File: src/rtl/splc_pkg.sv
// ----------------------------------------------------------------------------
// splc_pkg: shared types and constants of the stereo peak limiter
// Payload structs, register map, datapath command codes and constant tables.
// ----------------------------------------------------------------------------
package splc_pkg;

  localparam int CFG_ADDR_W = 5;

  localparam logic [23:0] ONE_Q23 = 24'd8388608;
  localparam logic [30:0] ONE_Q30 = 31'd1073741824;
  localparam logic [31:0] PI_Q30  = 32'd3373259426;

  localparam logic [11:0] HOLD_SHORT = 12'd960;
  localparam logic [11:0] HOLD_LONG  = 12'd2400;
  localparam logic [15:0] ENV_COEF   = 16'd65110;
  localparam logic [16:0] ENV_REST   = 17'd65536 - {1'b0, ENV_COEF};

  localparam logic [2:0] REG_THRESHOLD    = 3'd0;
  localparam logic [2:0] REG_RELEASE_STEP = 3'd1;
  localparam logic [2:0] REG_CLIP_THR     = 3'd2;
  localparam logic [2:0] REG_CLIP_RATIO   = 3'd3;
  localparam logic [2:0] REG_SAT_AMOUNT   = 3'd4;
  localparam logic [2:0] REG_SAT_NORM     = 3'd5;
  localparam logic [2:0] REG_CEILING      = 3'd6;
  localparam logic [2:0] REG_MAKEUP       = 3'd7;

  typedef struct packed {
    logic [23:0] threshold;
    logic [22:0] release_step;
    logic [23:0] clip_threshold;
    logic [16:0] clip_ratio;
    logic [15:0] saturation_amount;
    logic [22:0] saturation_norm;
    logic [23:0] ceiling;
    logic [23:0] makeup_gain;
  } cfg_t;

  typedef struct packed {
    logic signed [23:0] left_in;
    logic signed [23:0] right_in;
  } frame_t;

  typedef struct packed {
    logic signed [23:0] left_out;
    logic signed [23:0] right_out;
  } result_t;

  localparam logic [5:0] OP_IDLE  = 6'd0;
  localparam logic [5:0] OP_HOLD  = 6'd1;
  localparam logic [5:0] OP_ENV1  = 6'd2;
  localparam logic [5:0] OP_ENV2  = 6'd3;
  localparam logic [5:0] OP_ENV3  = 6'd4;
  localparam logic [5:0] OP_DIVI  = 6'd5;
  localparam logic [5:0] OP_DIV   = 6'd6;
  localparam logic [5:0] OP_SEEK  = 6'd7;
  localparam logic [5:0] OP_GAIN  = 6'd8;
  localparam logic [5:0] OP_GM1   = 6'd9;
  localparam logic [5:0] OP_GM2   = 6'd10;
  localparam logic [5:0] OP_CH1   = 6'd11;
  localparam logic [5:0] OP_CH2   = 6'd12;
  localparam logic [5:0] OP_LOGI  = 6'd13;
  localparam logic [5:0] OP_NORM  = 6'd14;
  localparam logic [5:0] OP_LSQA  = 6'd15;
  localparam logic [5:0] OP_LSQB  = 6'd16;
  localparam logic [5:0] OP_LOGE  = 6'd17;
  localparam logic [5:0] OP_ER1   = 6'd18;
  localparam logic [5:0] OP_ER2   = 6'd19;
  localparam logic [5:0] OP_BIG   = 6'd20;
  localparam logic [5:0] OP_EXPI  = 6'd21;
  localparam logic [5:0] OP_EXA   = 6'd22;
  localparam logic [5:0] OP_EXB   = 6'd23;
  localparam logic [5:0] OP_EXF1  = 6'd24;
  localparam logic [5:0] OP_EXF2  = 6'd25;
  localparam logic [5:0] OP_CLAMP = 6'd26;
  localparam logic [5:0] OP_SAT1  = 6'd27;
  localparam logic [5:0] OP_SAT2  = 6'd28;
  localparam logic [5:0] OP_SIN1  = 6'd29;
  localparam logic [5:0] OP_SIN2  = 6'd30;
  localparam logic [5:0] OP_SIN3  = 6'd31;
  localparam logic [5:0] OP_SIN4  = 6'd32;
  localparam logic [5:0] OP_HA    = 6'd33;
  localparam logic [5:0] OP_HB    = 6'd34;
  localparam logic [5:0] OP_HC    = 6'd35;
  localparam logic [5:0] OP_HD    = 6'd36;
  localparam logic [5:0] OP_SIN5  = 6'd37;
  localparam logic [5:0] OP_SIN6  = 6'd38;
  localparam logic [5:0] OP_SIN7  = 6'd39;
  localparam logic [5:0] OP_SIN8  = 6'd40;
  localparam logic [5:0] OP_CEIL1 = 6'd41;
  localparam logic [5:0] OP_CEIL2 = 6'd42;
  localparam logic [5:0] OP_DONE  = 6'd43;

  typedef struct packed {
    logic [5:0] op;
    logic [4:0] idx;
    logic       ch;
    logic       sel;
    logic       load;
    logic       push;
  } cmd_t;

  typedef struct packed {
    logic ytop;
    logic clip;
    logic bigk;
    logic sat;
  } stat_t;

  function automatic logic [63:0] isqrt64(input logic [63:0] n_in);
    logic [63:0] n;
    logic [63:0] r;
    logic [63:0] b;
    n = n_in;
    r = '0;
    b = 64'd1 << 62;
    for (int i = 0; i < 32; i++) begin
      if (n >= r + b) begin
        n = n - (r + b);
        r = (r >> 1) + b;
      end else begin
        r = r >> 1;
      end
      b = b >> 2;
    end
    return r;
  endfunction

  function automatic logic [30:0] exp2_root(input int unsigned idx);
    logic [63:0] c;
    c = 64'd2 << 30;
    for (int i = 0; i < 16; i++) begin
      if (i < idx) begin
        c = isqrt64(c << 30);
      end
    end
    return 31'(c);
  endfunction

  localparam logic [30:0] EXP2_ROOT [16] = '{
    exp2_root(1),  exp2_root(2),  exp2_root(3),  exp2_root(4),
    exp2_root(5),  exp2_root(6),  exp2_root(7),  exp2_root(8),
    exp2_root(9),  exp2_root(10), exp2_root(11), exp2_root(12),
    exp2_root(13), exp2_root(14), exp2_root(15), exp2_root(16)
  };

  localparam logic [32:0] H_REC_0 = 33'((64'd1 << 35) / 64'd110);
  localparam logic [32:0] H_REC_1 = 33'((64'd1 << 35) / 64'd72);
  localparam logic [32:0] H_REC_2 = 33'((64'd1 << 35) / 64'd42);
  localparam logic [32:0] H_REC_3 = 33'((64'd1 << 35) / 64'd20);
  localparam logic [32:0] H_REC_4 = 33'((64'd1 << 35) / 64'd6);

  function automatic logic [6:0] h_div(input logic [2:0] i);
    logic [6:0] v;
    case (i)
      3'd0: v = 7'd110;
      3'd1: v = 7'd72;
      3'd2: v = 7'd42;
      3'd3: v = 7'd20;
      default: v = 7'd6;
    endcase
    return v;
  endfunction

  function automatic logic [32:0] h_rec(input logic [2:0] i);
    logic [32:0] v;
    case (i)
      3'd0: v = H_REC_0;
      3'd1: v = H_REC_1;
      3'd2: v = H_REC_2;
      3'd3: v = H_REC_3;
      default: v = H_REC_4;
    endcase
    return v;
  endfunction

endpackage

File: src/rtl/splc_regs.sv
// ----------------------------------------------------------------------------
// splc_regs: configuration register file
// APB-style write and read access to the eight limiter settings.
// ----------------------------------------------------------------------------
module splc_regs
  import splc_pkg::*;
(
  input  logic                  clk,
  input  logic                  rst,
  input  logic                  psel,
  input  logic                  penable,
  input  logic                  pwrite,
  input  logic [CFG_ADDR_W-1:0] paddr,
  input  logic [31:0]           pwdata,
  output logic [31:0]           prdata,
  output logic                  pready,
  output cfg_t                  cfg
);

  logic [2:0] sel;

  assign sel    = paddr[4:2];
  assign pready = 1'b1;

  always_ff @(posedge clk) begin
    if (rst) begin
      cfg.threshold         <= 24'd8388608;
      cfg.release_step      <= 23'd4194909;
      cfg.clip_threshold    <= 24'd8388608;
      cfg.clip_ratio        <= 17'd65536;
      cfg.saturation_amount <= 16'd0;
      cfg.saturation_norm   <= 23'd4194304;
      cfg.ceiling           <= 24'd8388608;
      cfg.makeup_gain       <= 24'd1048576;
    end else if (psel && penable && pwrite && pready) begin
      unique case (sel)
        REG_THRESHOLD:    cfg.threshold         <= pwdata[23:0];
        REG_RELEASE_STEP: cfg.release_step      <= pwdata[22:0];
        REG_CLIP_THR:     cfg.clip_threshold    <= pwdata[23:0];
        REG_CLIP_RATIO:   cfg.clip_ratio        <= pwdata[16:0];
        REG_SAT_AMOUNT:   cfg.saturation_amount <= pwdata[15:0];
        REG_SAT_NORM:     cfg.saturation_norm   <= pwdata[22:0];
        REG_CEILING:      cfg.ceiling           <= pwdata[23:0];
        REG_MAKEUP:       cfg.makeup_gain       <= pwdata[23:0];
      endcase
    end
  end

  always_comb begin
    unique case (sel)
      REG_THRESHOLD:    prdata = {8'd0, cfg.threshold};
      REG_RELEASE_STEP: prdata = {9'd0, cfg.release_step};
      REG_CLIP_THR:     prdata = {8'd0, cfg.clip_threshold};
      REG_CLIP_RATIO:   prdata = {15'd0, cfg.clip_ratio};
      REG_SAT_AMOUNT:   prdata = {16'd0, cfg.saturation_amount};
      REG_SAT_NORM:     prdata = {9'd0, cfg.saturation_norm};
      REG_CEILING:      prdata = {8'd0, cfg.ceiling};
      REG_MAKEUP:       prdata = {8'd0, cfg.makeup_gain};
    endcase
  end

endmodule

File: config.mk
export PLATFORM = sky130hd
export DESIGN_NAME = splc_regs
export DESIGN_NICKNAME = d
export VERILOG_FILES = /design/src/rtl/splc_pkg.sv /design/src/rtl/splc_regs.sv
export SDC_FILE = /design/constraint.sdc
export NUM_CORES = 1
export LEC_CHECK = 0
export ABC_CLOCK_PERIOD_IN_PS = 2300
export BUFFER_PORTS_ARGS = -buffer_cell sky130_fd_sc_hd__buf_2
export CAP_MARGIN = 20
export CORE_UTILIZATION = 43
export CTS_BUF_LIST = sky130_fd_sc_hd__clkbuf_4
export DETAILED_ROUTE_END_ITERATION = 16
export MAX_ROUTING_LAYER = met4
export PLACE_DENSITY = 0.72
export SLEW_MARGIN = 20
export SYNTH_ARGS = -nofsm -noshare
export SYNTH_HDL_FRONTEND = slang
export SYNTH_SLANG_ARGS = --single-unit
File: constraint.sdc
create_clock -name clk -period 2.3 [get_ports clk]
set_clock_uncertainty 0.05 [all_clocks]
set_input_delay 0.23 -clock clk [delete_from_list [all_inputs] [get_ports clk]]
set_output_delay 0.23 -clock clk [all_outputs]
set_load 0.01 [all_outputs]
# == Word level (Yosys, flattened, before mapping) ==
# Cells that the tools add are included.
# word_totals
ramBits,0
in_bits,42
register_bits,175
latchBits,0
wordCells,27
mem_count,0
rom_bits,0
output_inout_bits,208
# classes
eq_ne,7
mux,1
bitwise,0
n_reduce_logical,11
n_div,0
order_cmp,0
add_sub_neg,0
shifts,0
multipliers,0
# ops
op,n
$pmux W32 S8,1
$reduce_and A2 Y1,8
$eq A3 B3 Y1 const B,4
$eq A3 B2 Y1 const B,2
$eq A3 B1 Y1 const B,1
$logic_not A3 Y1,1
$logic_and A1 B1 Y1,2

# == Longest topological paths before layout ==
# depth
word_depth,3
depth_mapped,7
depth_no_buf,4

# == Worst setup path after synthesis ==
# No wires, ideal clock.
# synth_timing
path_kind,input to output
startpoint,input port paddr[4]
endpoint,output port prdata[11]
required_ns,2.020
slack_ns,0.655
t_arrival_ns,1.365
cell_stages,6
n_path_buf,2
cell_sequence,buf_2 > nand2b_1 > nor2_1 > clkbuf_1 > a221oi_1 > nor2_1
# synth_between
elab_chain_len,2
elab_cells_between_ends,9
# synth_lines
element,line_no,text
"start, declared",splc_regs.sv:13,"input logic [CFG_ADDR_W-1:0] paddr,"
$eq A3 B3 Y1 (tied with other cells),splc_regs.sv:50,unique case (sel)
$pmux W32 S8 (*),splc_regs.sv:50,
"end, declared",splc_regs.sv:15,"output logic [31:0] prdata,"
# Mark *: on every way between the ends. The rest lies on a longest branch, timed or not. The select of a mux whose other input is x is not followed.

# == Worst setup path in the final report ==
# layout_timing
startpoint,input port paddr[3]
endpoint,output port prdata[6]
# The elaborated chain is that of the path after synthesis.

==> metrics.txt <==
outcome finished clean; Post-CTS Repair Setup Buffers 0; buffer and inverter count on the worst path 2; number of enable flip-flop cells after synthesis 0; core box area 17,500 um^2; CP arrival 1.94 ns; Hold Path Class primary input to flop; Max Clock Freq 451 MHz; max reg flops 175; post-route ant nets 0; power per cell area 554 nW/um^2; Final setup viols 0; Die Y 136 um; Reg area 3500 um^2; R2R depth 3; Synth Warn # 0; drt pass-1 iters 6; Avg WL per Cell 18.1 um; unrepaired setup endpoints after global routing no; CP Class primary input to output port; peak supply drop 0.308 mV; Reg clk slew, reported paths 0.15 ns; gpl congestion 0.850; Area growth, synth to finish 24.1%; Die Span X 136 um; Netlist cell types 33; Seq/Total Area, Yosys 45.1%; Vias/cell 5.48; multi-input logic area 3720 um^2; worst slew pin tran 1.04 ns; CTS H-tree lvls 4; Total GRT Usage 29.2%; Worst path depth 6; Main synth FF type dfxtp_1; final hold violations 0; Critical Path End Type output port; CP Data Required Time 2.02 ns; cell area after synthesis 7760 um^2; die area 18,600 um^2; initial DRC count 698; Final WS setup 0.0846 ns; first-pass GRT wire length 39,600 um; layout cells sized above 1 26.7%; Synth async-reset ratio 0%; Most flops, register cfg; hpwl dp 18,000 um; CTS root buf clkbuf_4; largest net degree at the start of global routing 64; worst-path cell with the longest stage delay nor2b_1; antenna violations before repair 1; Pleak 4.08 nW; setup tns final 0 ns; commonest cells after routing, fill and taps aside nand2_1 (334), buf_2 (229), dfxtp_1 (175), a21oi_1 (169), nor2_1 (46); max-cap violations 0; CTS buffer count 17; vias in the first global route 7,108; TritonCTS clock tree built; floorplan row count 48; Initial Utilization 44.4%; CP max FO 11; commonest non-fill, non-tap cell in the layout nand2_1; Synth Instances 1,022; crit path cell chain buf_2 > nor2b_1 > a22o_1 > a22oi_1 > a21oi_1 > buf_2; final-stage net count 1,275; I/O pins 250; clock sink count 175; # DRC 0; Overflow after GRT 0; total number of vias 8,061; Slew headroom 30.5%; element type at the critical path start primary input; largest stage delay on the critical path 0.83 ns; cell count of the worst hold path 2; max-slew violations 0; crit path time final 2.22 ns; Max Buffers Root-to-Sink 2; most used cell along the critical path buf_2; Final period util 96.3%; Largest regs cfg: 175 flops; WL final 26,600 um; Crit path max-delay family simple AND/OR/NAND/NOR gates; Yosys reg bits 175; IO buf count 230; Skew-Pair Late Insertion Delay 0.57 ns; DP Worst Slack 0.114 ns; syn_area_per_cell 7.59 um^2; # fillers 1,691
stage by stage:
stage / utilization [%] / instance area [um^2] / power (mW) / hold slack [ns] / std cells
4_1_cts: 55.0 / 9620 / 5.36 / 0.124 / 1471
2_1_floorplan: - / 7790 / 3.44 / 0.301 / 1029
6_report: 55.1 / 9630 / 5.34 / 0.165 / 1472
3_5_place_dp: 52.1 / 9110 / 3.64 / 0.409 / 1415
5_1_grt: 55.1 / 9630 / 5.53 / 0.149 / 1472
3_3_place_gp: 52.1 / 9110 / 3.63 / 0.404 / 1415
cell type report:
type	instances	area share [%]
multi-input combinational	726	38.6
clock buffer	17	1.33
inverter	20	0.780
clock inverter	15	1.48
timing repair buffer	293	18.4
antenna	1	0.0260
sequential	175	36.4
tap	225	2.92
path summary, 6_finish.rpt:
| check | startpoint | endpoint | slack, ns |
|---|---|---|---|
| min reg2reg | cfg[59] | cfg[59] | 0.43 |
| max reg2reg | cfg[137] | cfg[137] | 1.44 |
| max | paddr[3] | prdata[6] | 0.08 |
| min | rst | cfg[52] | 0.17 |
cell usage after synthesis, drive strengths merged (4+ instances only):
master | n | area, um^2
clkbuf | 41 | 154
a22oi | 5 | 37.5
a21oi | 169 | 846
o21ai | 16 | 80.1
nand2b | 8 | 50.1
dfxtp | 175 | 3500
mux2i | 19 | 190
nand3b | 12 | 90.1
nor2 | 53 | 211
nor2b | 4 | 25.0
a22o | 22 | 193
nand2 | 334 | 1250
inv | 20 | 75.1
a221oi | 37 | 324
mux2 | 16 | 180
or2 | 5 | 31.3
buf | 67 | 359
routing by layer:
| layer | track usage, % | vias to the layer above | routed length, um |
|---|---|---|---|
| li1 | - | 3823 | - |
| met1 | 38.1 | 3787 | 11500 |
| met2 | 43.7 | 390 | 12200 |
| met3 | 5.63 | 61 | 2110 |
| met4 | 12.3 | 0 | 806 |
| met5 | - | - | 0 |
repair_timing:
action	CTS	global route
setup endpoints to repair	0	1
hold endpoints to repair	175	0
resized for setup	0	1
hold buffers	24	0
report_power, final:
group / internal (mW) / switching (mW) / total (mW)
registers: 3.06 / 0.0197 / 3.08
clock network: 0.638 / 1.09 / 1.73
logic: 0.194 / 0.343 / 0.537
total: 3.89 / 1.45 / 5.34
logic make-up after synthesis:
kind of cell / after synthesis / share of synthesized area, %
mux: 35 / 4.77
simple gates: 425 / 22.4
other cells: 2 / 0.0968
buf+inv: 128 / 7.58
compound gates: 257 / 20.0
flops: 175 / 45.1
Note: power is estimated with default switching activity, not from simulation.
