<file path="src/rtl/splc_pkg.sv">
// ----------------------------------------------------------------------------
// splc_pkg: shared types and constants of the stereo peak limiter
// Payload structs, register map, datapath command codes and constant tables.
// ----------------------------------------------------------------------------
package splc_pkg;

  localparam int CFG_ADDR_W = 5;

  localparam logic [23:0] ONE_Q23 = 24'd8388608;
  localparam logic [30:0] ONE_Q30 = 31'd1073741824;
  localparam logic [31:0] PI_Q30  = 32'd3373259426;

  localparam logic [11:0] HOLD_SHORT = 12'd960;
  localparam logic [11:0] HOLD_LONG  = 12'd2400;
  localparam logic [15:0] ENV_COEF   = 16'd65110;
  localparam logic [16:0] ENV_REST   = 17'd65536 - {1'b0, ENV_COEF};

  localparam logic [2:0] REG_THRESHOLD    = 3'd0;
  localparam logic [2:0] REG_RELEASE_STEP = 3'd1;
  localparam logic [2:0] REG_CLIP_THR     = 3'd2;
  localparam logic [2:0] REG_CLIP_RATIO   = 3'd3;
  localparam logic [2:0] REG_SAT_AMOUNT   = 3'd4;
  localparam logic [2:0] REG_SAT_NORM     = 3'd5;
  localparam logic [2:0] REG_CEILING      = 3'd6;
  localparam logic [2:0] REG_MAKEUP       = 3'd7;

  typedef struct packed {
    logic [23:0] threshold;
    logic [22:0] release_step;
    logic [23:0] clip_threshold;
    logic [16:0] clip_ratio;
    logic [15:0] saturation_amount;
    logic [22:0] saturation_norm;
    logic [23:0] ceiling;
    logic [23:0] makeup_gain;
  } cfg_t;

  typedef struct packed {
    logic signed [23:0] left_in;
    logic signed [23:0] right_in;
  } frame_t;

  typedef struct packed {
    logic signed [23:0] left_out;
    logic signed [23:0] right_out;
  } result_t;

  localparam logic [5:0] OP_IDLE  = 6'd0;
  localparam logic [5:0] OP_HOLD  = 6'd1;
  localparam logic [5:0] OP_ENV1  = 6'd2;
  localparam logic [5:0] OP_ENV2  = 6'd3;
  localparam logic [5:0] OP_ENV3  = 6'd4;
  localparam logic [5:0] OP_DIVI  = 6'd5;
  localparam logic [5:0] OP_DIV   = 6'd6;
  localparam logic [5:0] OP_SEEK  = 6'd7;
  localparam logic [5:0] OP_GAIN  = 6'd8;
  localparam logic [5:0] OP_GM1   = 6'd9;
  localparam logic [5:0] OP_GM2   = 6'd10;
  localparam logic [5:0] OP_CH1   = 6'd11;
  localparam logic [5:0] OP_CH2   = 6'd12;
  localparam logic [5:0] OP_LOGI  = 6'd13;
  localparam logic [5:0] OP_NORM  = 6'd14;
  localparam logic [5:0] OP_LSQA  = 6'd15;
  localparam logic [5:0] OP_LSQB  = 6'd16;
  localparam logic [5:0] OP_LOGE  = 6'd17;
  localparam logic [5:0] OP_ER1   = 6'd18;
  localparam logic [5:0] OP_ER2   = 6'd19;
  localparam logic [5:0] OP_BIG   = 6'd20;
  localparam logic [5:0] OP_EXPI  = 6'd21;
  localparam logic [5:0] OP_EXA   = 6'd22;
  localparam logic [5:0] OP_EXB   = 6'd23;
  localparam logic [5:0] OP_EXF1  = 6'd24;
  localparam logic [5:0] OP_EXF2  = 6'd25;
  localparam logic [5:0] OP_CLAMP = 6'd26;
  localparam logic [5:0] OP_SAT1  = 6'd27;
  localparam logic [5:0] OP_SAT2  = 6'd28;
  localparam logic [5:0] OP_SIN1  = 6'd29;
  localparam logic [5:0] OP_SIN2  = 6'd30;
  localparam logic [5:0] OP_SIN3  = 6'd31;
  localparam logic [5:0] OP_SIN4  = 6'd32;
  localparam logic [5:0] OP_HA    = 6'd33;
  localparam logic [5:0] OP_HB    = 6'd34;
  localparam logic [5:0] OP_HC    = 6'd35;
  localparam logic [5:0] OP_HD    = 6'd36;
  localparam logic [5:0] OP_SIN5  = 6'd37;
  localparam logic [5:0] OP_SIN6  = 6'd38;
  localparam logic [5:0] OP_SIN7  = 6'd39;
  localparam logic [5:0] OP_SIN8  = 6'd40;
  localparam logic [5:0] OP_CEIL1 = 6'd41;
  localparam logic [5:0] OP_CEIL2 = 6'd42;
  localparam logic [5:0] OP_DONE  = 6'd43;

  typedef struct packed {
    logic [5:0] op;
    logic [4:0] idx;
    logic       ch;
    logic       sel;
    logic       load;
    logic       push;
  } cmd_t;

  typedef struct packed {
    logic ytop;
    logic clip;
    logic bigk;
    logic sat;
  } stat_t;

  function automatic logic [63:0] isqrt64(input logic [63:0] n_in);
    logic [63:0] n;
    logic [63:0] r;
    logic [63:0] b;
    n = n_in;
    r = '0;
    b = 64'd1 << 62;
    for (int i = 0; i < 32; i++) begin
      if (n >= r + b) begin
        n = n - (r + b);
        r = (r >> 1) + b;
      end else begin
        r = r >> 1;
      end
      b = b >> 2;
    end
    return r;
  endfunction

  function automatic logic [30:0] exp2_root(input int unsigned idx);
    logic [63:0] c;
    c = 64'd2 << 30;
    for (int i = 0; i < 16; i++) begin
      if (i < idx) begin
        c = isqrt64(c << 30);
      end
    end
    return 31'(c);
  endfunction

  localparam logic [30:0] EXP2_ROOT [16] = '{
    exp2_root(1),  exp2_root(2),  exp2_root(3),  exp2_root(4),
    exp2_root(5),  exp2_root(6),  exp2_root(7),  exp2_root(8),
    exp2_root(9),  exp2_root(10), exp2_root(11), exp2_root(12),
    exp2_root(13), exp2_root(14), exp2_root(15), exp2_root(16)
  };

  localparam logic [32:0] H_REC_0 = 33'((64'd1 << 35) / 64'd110);
  localparam logic [32:0] H_REC_1 = 33'((64'd1 << 35) / 64'd72);
  localparam logic [32:0] H_REC_2 = 33'((64'd1 << 35) / 64'd42);
  localparam logic [32:0] H_REC_3 = 33'((64'd1 << 35) / 64'd20);
  localparam logic [32:0] H_REC_4 = 33'((64'd1 << 35) / 64'd6);

  function automatic logic [6:0] h_div(input logic [2:0] i);
    logic [6:0] v;
    case (i)
      3'd0: v = 7'd110;
      3'd1: v = 7'd72;
      3'd2: v = 7'd42;
      3'd3: v = 7'd20;
      default: v = 7'd6;
    endcase
    return v;
  endfunction

  function automatic logic [32:0] h_rec(input logic [2:0] i);
    logic [32:0] v;
    case (i)
      3'd0: v = H_REC_0;
      3'd1: v = H_REC_1;
      3'd2: v = H_REC_2;
      3'd3: v = H_REC_3;
      default: v = H_REC_4;
    endcase
    return v;
  endfunction

endpackage

</file>
<file path="src/rtl/splc_ctrl.sv">
// ----------------------------------------------------------------------------
// splc_ctrl: limiter sequencer
// Steps the datapath through one frame and owns both channel handshakes.
// ----------------------------------------------------------------------------
module splc_ctrl
  import splc_pkg::*;
(
  input  logic  clk,
  input  logic  rst,
  input  logic  frame_valid,
  output logic  frame_ready,
  output logic  result_valid,
  input  logic  result_ready,
  input  stat_t status,
  output cmd_t  cmd
);

  logic [5:0] state, state_next;
  logic [4:0] cnt, cnt_next;
  logic       ch, ch_next;
  logic       sel, sel_next;
  logic       push;

  assign frame_ready = (state == OP_IDLE);
  assign push        = (state == OP_DONE) && (!result_valid || result_ready);

  assign cmd.op   = state;
  assign cmd.idx  = cnt;
  assign cmd.ch   = ch;
  assign cmd.sel  = sel;
  assign cmd.load = frame_valid && frame_ready;
  assign cmd.push = push;

  always_comb begin
    state_next = state;
    cnt_next   = cnt;
    ch_next    = ch;
    sel_next   = sel;
    unique case (state)
      OP_IDLE:  if (frame_valid) state_next = OP_HOLD;
      OP_HOLD:  state_next = OP_ENV1;
      OP_ENV1:  state_next = OP_ENV2;
      OP_ENV2:  state_next = OP_ENV3;
      OP_ENV3:  state_next = OP_DIVI;
      OP_DIVI: begin
        cnt_next   = '0;
        state_next = OP_DIV;
      end
      OP_DIV: begin
        if (cnt == 5'd22) state_next = OP_SEEK;
        else cnt_next = cnt + 5'd1;
      end
      OP_SEEK:  state_next = OP_GAIN;
      OP_GAIN:  state_next = OP_GM1;
      OP_GM1:   state_next = OP_GM2;
      OP_GM2: begin
        ch_next    = 1'b0;
        state_next = OP_CH1;
      end
      OP_CH1:   state_next = OP_CH2;
      OP_CH2: begin
        sel_next   = 1'b0;
        state_next = status.clip ? OP_LOGI : OP_CLAMP;
      end
      OP_LOGI:  state_next = OP_NORM;
      OP_NORM: begin
        if (status.ytop) begin
          cnt_next   = '0;
          state_next = OP_LSQA;
        end
      end
      OP_LSQA:  state_next = OP_LSQB;
      OP_LSQB: begin
        if (cnt == 5'd15) state_next = OP_LOGE;
        else begin
          cnt_next   = cnt + 5'd1;
          state_next = OP_LSQA;
        end
      end
      OP_LOGE: begin
        if (sel) state_next = OP_ER1;
        else begin
          sel_next   = 1'b1;
          state_next = OP_LOGI;
        end
      end
      OP_ER1:   state_next = OP_ER2;
      OP_ER2:   state_next = status.bigk ? OP_BIG : OP_EXPI;
      OP_BIG:   state_next = OP_CLAMP;
      OP_EXPI: begin
        cnt_next   = '0;
        state_next = OP_EXA;
      end
      OP_EXA:   state_next = OP_EXB;
      OP_EXB: begin
        if (cnt == 5'd15) state_next = OP_EXF1;
        else begin
          cnt_next   = cnt + 5'd1;
          state_next = OP_EXA;
        end
      end
      OP_EXF1:  state_next = OP_EXF2;
      OP_EXF2:  state_next = OP_CLAMP;
      OP_CLAMP: state_next = status.sat ? OP_SAT1 : OP_CEIL1;
      OP_SAT1:  state_next = OP_SAT2;
      OP_SAT2:  state_next = OP_SIN1;
      OP_SIN1:  state_next = OP_SIN2;
      OP_SIN2:  state_next = OP_SIN3;
      OP_SIN3:  state_next = OP_SIN4;
      OP_SIN4: begin
        cnt_next   = '0;
        state_next = OP_HA;
      end
      OP_HA:    state_next = OP_HB;
      OP_HB:    state_next = OP_HC;
      OP_HC:    state_next = OP_HD;
      OP_HD: begin
        if (cnt == 5'd4) state_next = OP_SIN5;
        else begin
          cnt_next   = cnt + 5'd1;
          state_next = OP_HA;
        end
      end
      OP_SIN5:  state_next = OP_SIN6;
      OP_SIN6:  state_next = OP_SIN7;
      OP_SIN7:  state_next = OP_SIN8;
      OP_SIN8:  state_next = OP_CEIL1;
      OP_CEIL1: state_next = OP_CEIL2;
      OP_CEIL2: begin
        if (ch) state_next = OP_DONE;
        else begin
          ch_next    = 1'b1;
          state_next = OP_CH1;
        end
      end
      OP_DONE:  if (push) state_next = OP_IDLE;
      default:  state_next = OP_IDLE;
    endcase
  end

  always_ff @(posedge clk) begin
    if (rst) begin
      state        <= OP_IDLE;
      cnt          <= '0;
      ch           <= 1'b0;
      sel          <= 1'b0;
      result_valid <= 1'b0;
    end else begin
      state <= state_next;
      cnt   <= cnt_next;
      ch    <= ch_next;
      sel   <= sel_next;
      if (push) result_valid <= 1'b1;
      else if (result_ready) result_valid <= 1'b0;
    end
  end

endmodule

</file>
<file path="config.mk">
export PLATFORM = sky130hd
export DESIGN_NAME = splc_ctrl
export DESIGN_NICKNAME = d
export VERILOG_FILES = /design/src/rtl/splc_pkg.sv /design/src/rtl/splc_ctrl.sv
export SDC_FILE = /design/constraint.sdc
export NUM_CORES = 1
export LEC_CHECK = 0
export ABC_AREA = 1
export BUFFER_PORTS_ARGS = -buffer_cell sky130_fd_sc_hd__clkbuf_2
export CAP_MARGIN = 30
export CORE_MARGIN = 8
export CORE_UTILIZATION = 35
export CTS_CLUSTER_DIAMETER = 30
export DETAILED_ROUTE_END_ITERATION = 8
export GPL_ROUTABILITY_DRIVEN = 0
export GPL_TIMING_DRIVEN = 0
export SYNTH_ARGS = -nofsm -noshare
export SYNTH_HDL_FRONTEND = slang
export SYNTH_SLANG_ARGS = --single-unit
</file>
<file path="constraint.sdc">
create_clock -name clk -period 2.1 [get_ports clk]
set_input_delay 0.105 -clock clk [delete_from_list [all_inputs] [get_ports clk]]
set_output_delay 0.105 -clock clk [all_outputs]
set_load 0.03 [all_outputs]
</file>
* After elaboration in Yosys (flattened, before gate mapping)
Cells that the tools add are included.
Word-level totals: bits in registers 14, bits of input ports 8, logic and storage cells 95
Cells by class: add/subtract/negate cells 1, equal/unequal tests 53, muxes and demuxes 22, reduce and logical (&&, ||, !) cells 14
Operators with widths (count):
- case mux 6 bit (43 select lines) | 1
- equality test 6 x 5 -> 1 bit (second input constant) | 16
- equality test 6 bit (second input constant) | 12
- equality test 6 x 4 -> 1 bit (second input constant) | 8
- two-way mux 6 bit | 6
- two-way mux 5 bit | 7
- case mux 5 bit (5 select lines) | 1
- equality test 6 x 3 -> 1 bit (second input constant) | 4
- != test 2 bit (second input constant) | 7
- equality test 6 x 2 -> 1 bit (second input constant) | 2
- equality test 6 x 1 -> 1 bit (second input constant) | 1
- zero test 6 bit | 1
- nonzero test 2 bit | 3
- adder 5 x 1 -> 5 bit (second input constant) | 1
- equality test 5 x 3 -> 1 bit (second input constant) | 1
- equality test 5 x 4 -> 1 bit (second input constant) | 1
- equality test 5 bit (second input constant) | 1
- AND reduction 5 bit | 1
- nonzero test 5 bit | 1
- two-way mux 4 bit | 1
- case mux 1 bit (2 select lines) | 2
- AND reduction 4 bit | 1
- OR reduction 2 bit | 2
- two-way mux 1 bit | 3
- 5 further kinds | 6

* Depth between registers and ports, before layout
depth after elaboration 5, gate-level depth with buffers 12, gate-level depth less buffers 12

* Worst setup path before layout
No wires, ideal clock.
kind reg-to-reg, start point register cnt[1], end point register state[2], data arrival time 1.722 ns, data required time 1.991 ns, slack 0.269 ns, stages on the path, launching flop included 12, buffers on the path 0, clock period less this slack 1.831 ns, cells stage by stage dfxtp_1 ha_1 nand2_1 nor2_1 ha_1 inv_1 nand4_1 nand3_1 nor3_1 nand3_1 nand2_1 inv_1
Between the ends: cells in the longest elaborated chain, start to end 3
Ends and longest elaborated chain:
- from (decl) | line splc_ctrl.sv:19 | logic [4:0] cnt, cnt_next;
- from (signal assigned) | line splc_ctrl.sv:150 | cnt <= cnt_next;
- equality test 5 x 3 -> 1 bit (tied with other cells) | line splc_ctrl.sv:118 | if (cnt == 5'd4) state_next = OP_SIN5;
- two-way mux 3 bit (tied with other cells) | line splc_ctrl.sv:118
- case mux 6 bit (43 select lines) / AND reduction 4 bit (equally long branches)
- to (signal assigned) | line splc_ctrl.sv:149 | state <= state_next;
- to (decl) | line splc_ctrl.sv:18 | logic [5:0] state, state_next;
Several ways; a longest one is shown, not always the timed one. A chain may end at the register's enable or synchronous reset.

* Worst setup path after layout
start point register state[0], end point register state[0]
Between the ends: cells in the longest elaborated chain, start to end 4
Ends and longest elaborated chain:
- parallel branches: the longest is 4 deep, another holds case mux 6 bit (43 select lines)
Several ways; the timed one is not identified.

==> flow_summary_export.csv <==
group,metric,value,unit
grt,use_met1,0.1935,
layout,n_fill_cell,458,
route,viasPerCell,5.320,
timing,rsz0062_at_grt,"false",
critical_path,worstPathArrival,2.07,ns
die,num_rows,23,
placed_design,placed_cell_area,1658,µm²
timing,relSlewSlack,0.7016,
min_path,hold_path.class,"in2reg",
die,die_h,80.92,µm
clocking,cts_root_buf,"clkbuf_8",
timing,maxSlewViolCount,0,
critical_path,startpoint_type,"flop",
timing,fmax,0.5156,GHz
clocking,post-cts-setup-buffer-count,0,
synth,seq_area_frac_synth,0.1900,
die,coreArea,4029,µm²
route,wl,4657,µm
layout,utilization,0.4239,
synth,netlist_area,1475,µm²
placed_design,place_hpwl,3721,µm
grt,top_usage_layer,"met2",
route,drc,0,
power_and_ir_drop,netSwitchingPower,617.9,µW
power_and_ir_drop,powerDensity,707.4,nW/µm²
placed_design,numPortBuffers,24,
grt,grt_usage,0.1454,
critical_path,cp_max_fo,10,
clocking,cts_tree,"built",
layout,syn_to_final_growth,15.78,%
timing,fin_crit_sh,0.9235,
grt,grt_first_pass_wirelength,7527,µm
route,vias,1830,
clocking,clockBufferDepth,2,
power_and_ir_drop,clkPwrFrac,0.193,
power_and_ir_drop,switching_share,0.5114,
clocking,numCtsBuffers,3,
synth,ys_types,21,
critical_path,worstSetupPathType,"reg2reg",
timing,clock_skew,0.002619,ns
critical_path,cp_data_required_time,2.23,ns
route,ant_nets,0,
synth,synthFlopType,"dfxtp_1",
timing,hold_violations,0,
layout,drive_above_1_share,0.1837,
critical_path,worstSetupEndpointType,"flop",
timing,worst_pin_slew,0.4460,ns
layout,stdcell_area,1708,µm²
synth,async_flop_share,0,
synth,syn_nets,280,
synth,synth-edff-count,0,
route,drtIter0Drc,280,
timing,fin_crit,1.939,ns
grt,gr-usage-met3,0.02428,
layout,diodes,0,
clocking,htreeDepth,1,
power_and_ir_drop,p_leak,0.9148,nW
power_and_ir_drop,vdd_drop_max,0.3371,mV
route,drt-pass1-iter-count,5,
power_and_ir_drop,seqPwrFrac,0.288,
clocking,clk_pin_slew,0.06,ns
die,initial_core_util,0.3661,
synth,post_synth_inst_count,267,
run_status,status,"finished, final reports clean",
grt,grt_max_degree,11,
timing,setup_viol,0,
timing,holdWs,0.1284,ns
power_and_ir_drop,p_comb_frac,0.519,
synth,ys_warn_count,0,
grt,grt_overflow_total,0,
die,dieArea,6548,µm²
run,max_cap_viol_count,0,
clocking,cts_num_sinks,14,
grt,met2_usage,0.2221,
die,io-pin-count,25,
synth,synth_area_leaders,"nand2_1 20%, dfxtp_1 19%, nand3_1 15%",
synth,syn_area_per_cell,5.525,µm²
synth,synth_seq_cells,14,
die,die_x,80.92,µm
route,routedWlPerCell,13.54,µm
clocking,clock_latency,0.25,ns
synth,yosys.area.top_type,"nand2_1",
layout,fin_nets,309,
synth,yosys.area.top_type_share,0.1985,
grt,antenna_found_initial,0,
layout,layout.cells.most_common_list,"78 x nand2_1, 43 x nand3_1, 40 x nor2_1",
layout,final_common_cell,"nand2_1",
power_and_ir_drop,p_int,590.3,µW
timing,setup_tns,0,ns
grt,grt_pass1_vias,1590,
## per-layer routing
| layer | vias up | wire [µm] |
|---|---|---|
| li1 | 924 | - |
| met1 | 799 | 2108 |
| met2 | 95 | 2050 |
| met3 | 12 | 353 |
| met4 | 0 | 145 |
| met5 | - | 0 |
## metrics by stage
| stage | worst slack, ns | power (mW) | instances |
|---|---|---|---|
| after global placement | 0.1755 | 0.9775 | 341 |
| final | 0.1607 | 1.208 | 344 |
| after CTS | 0.1344 | 1.206 | 344 |
| after detailed placement | 0.2387 | 0.9680 | 341 |
| after global routing | 0.03057 | 1.288 | 344 |
| after floorplan | 0.2686 | 0.7957 | 267 |
## power by group through the flow
stage / combinational [mW] / sequential (mW) / clock, mW
2_1_floorplan: 0.398 / 0.398 / 0
3_3_place_gp: 0.625 / 0.352 / 0
3_5_place_dp: 0.615 / 0.353 / 0
4_1_cts: 0.618 / 0.347 / 0.242
5_1_grt: 0.680 / 0.353 / 0.255
6_report: 0.627 / 0.348 / 0.233
## logic make-up after synthesis
kind of cell               after synthesis  synth area share
AOI/OAI and AO/OA                       20           0.07209
buffers and inverters                   39            0.1128
DFF                                     14            0.1900
and+or+nand+nor                        189            0.5827
adders and majority gates                5           0.04241
## sequential cells by signal (all words and copies together) (netlist names)
signal        flops
result_valid      1
ch                1
state             6
sel               1
cnt               5
## worst max-delay path, stage by stage (launching register included)
cell     delay (ns)
dfxtp_1        0.37
nor2_1         0.30
buf_2          0.29
nand3_1        0.20
o22ai_1        0.34
nor2_1         0.11
o21ai_0        0.12
a21oi_1        0.09
## Yosys cell counts (2+ instances only)
cell type and count:
a21oi_1 11, buf_4 5, dfxtp_1 14, ha_1 5, inv_1 26, inv_2 7, nand2_1 78, nand3_1 43
nand4_1 7, nor2_1 41, nor2_2 5, nor2_4 4, nor3_1 8, o21ai_0 5, o22ai_1 2
## area by class of cell
class / instances / area (µm²) / share of cell area
multi-input cells: 214 / 1036 / 0.6066
well taps: 50 / 62.56 / 0.03663
flip-flops and latches: 14 / 281.5 / 0.1648
clock buffers: 3 / 41.29 / 0.02418
plain buffers: 6 / 42.54 / 0.02491
repair buffers: 24 / 120.1 / 0.07033
inverters: 33 / 123.9 / 0.07253
## path summary, 6_finish.rpt
check,slack [ns],end,from,cells after the start
max,0.16,state[0]$_SDFFE_PP0P_,state[0]$_SDFFE_PP0P_,7
min,0.13,state[1]$_SDFFE_PP0P_,rst,2
max reg2reg,0.16,state[0]$_SDFFE_PP0P_,state[0]$_SDFFE_PP0P_,7
min reg2reg,0.49,ch$_SDFFE_PP0P_,ch$_SDFFE_PP0P_,2
## timing repair
item | CTS | global route
gates resized for setup | 0 | 3
hold buffers | 0 | 0
endpoints found under the setup margin | 0 | 3
Note: power is estimated with default switching activity, not from simulation.
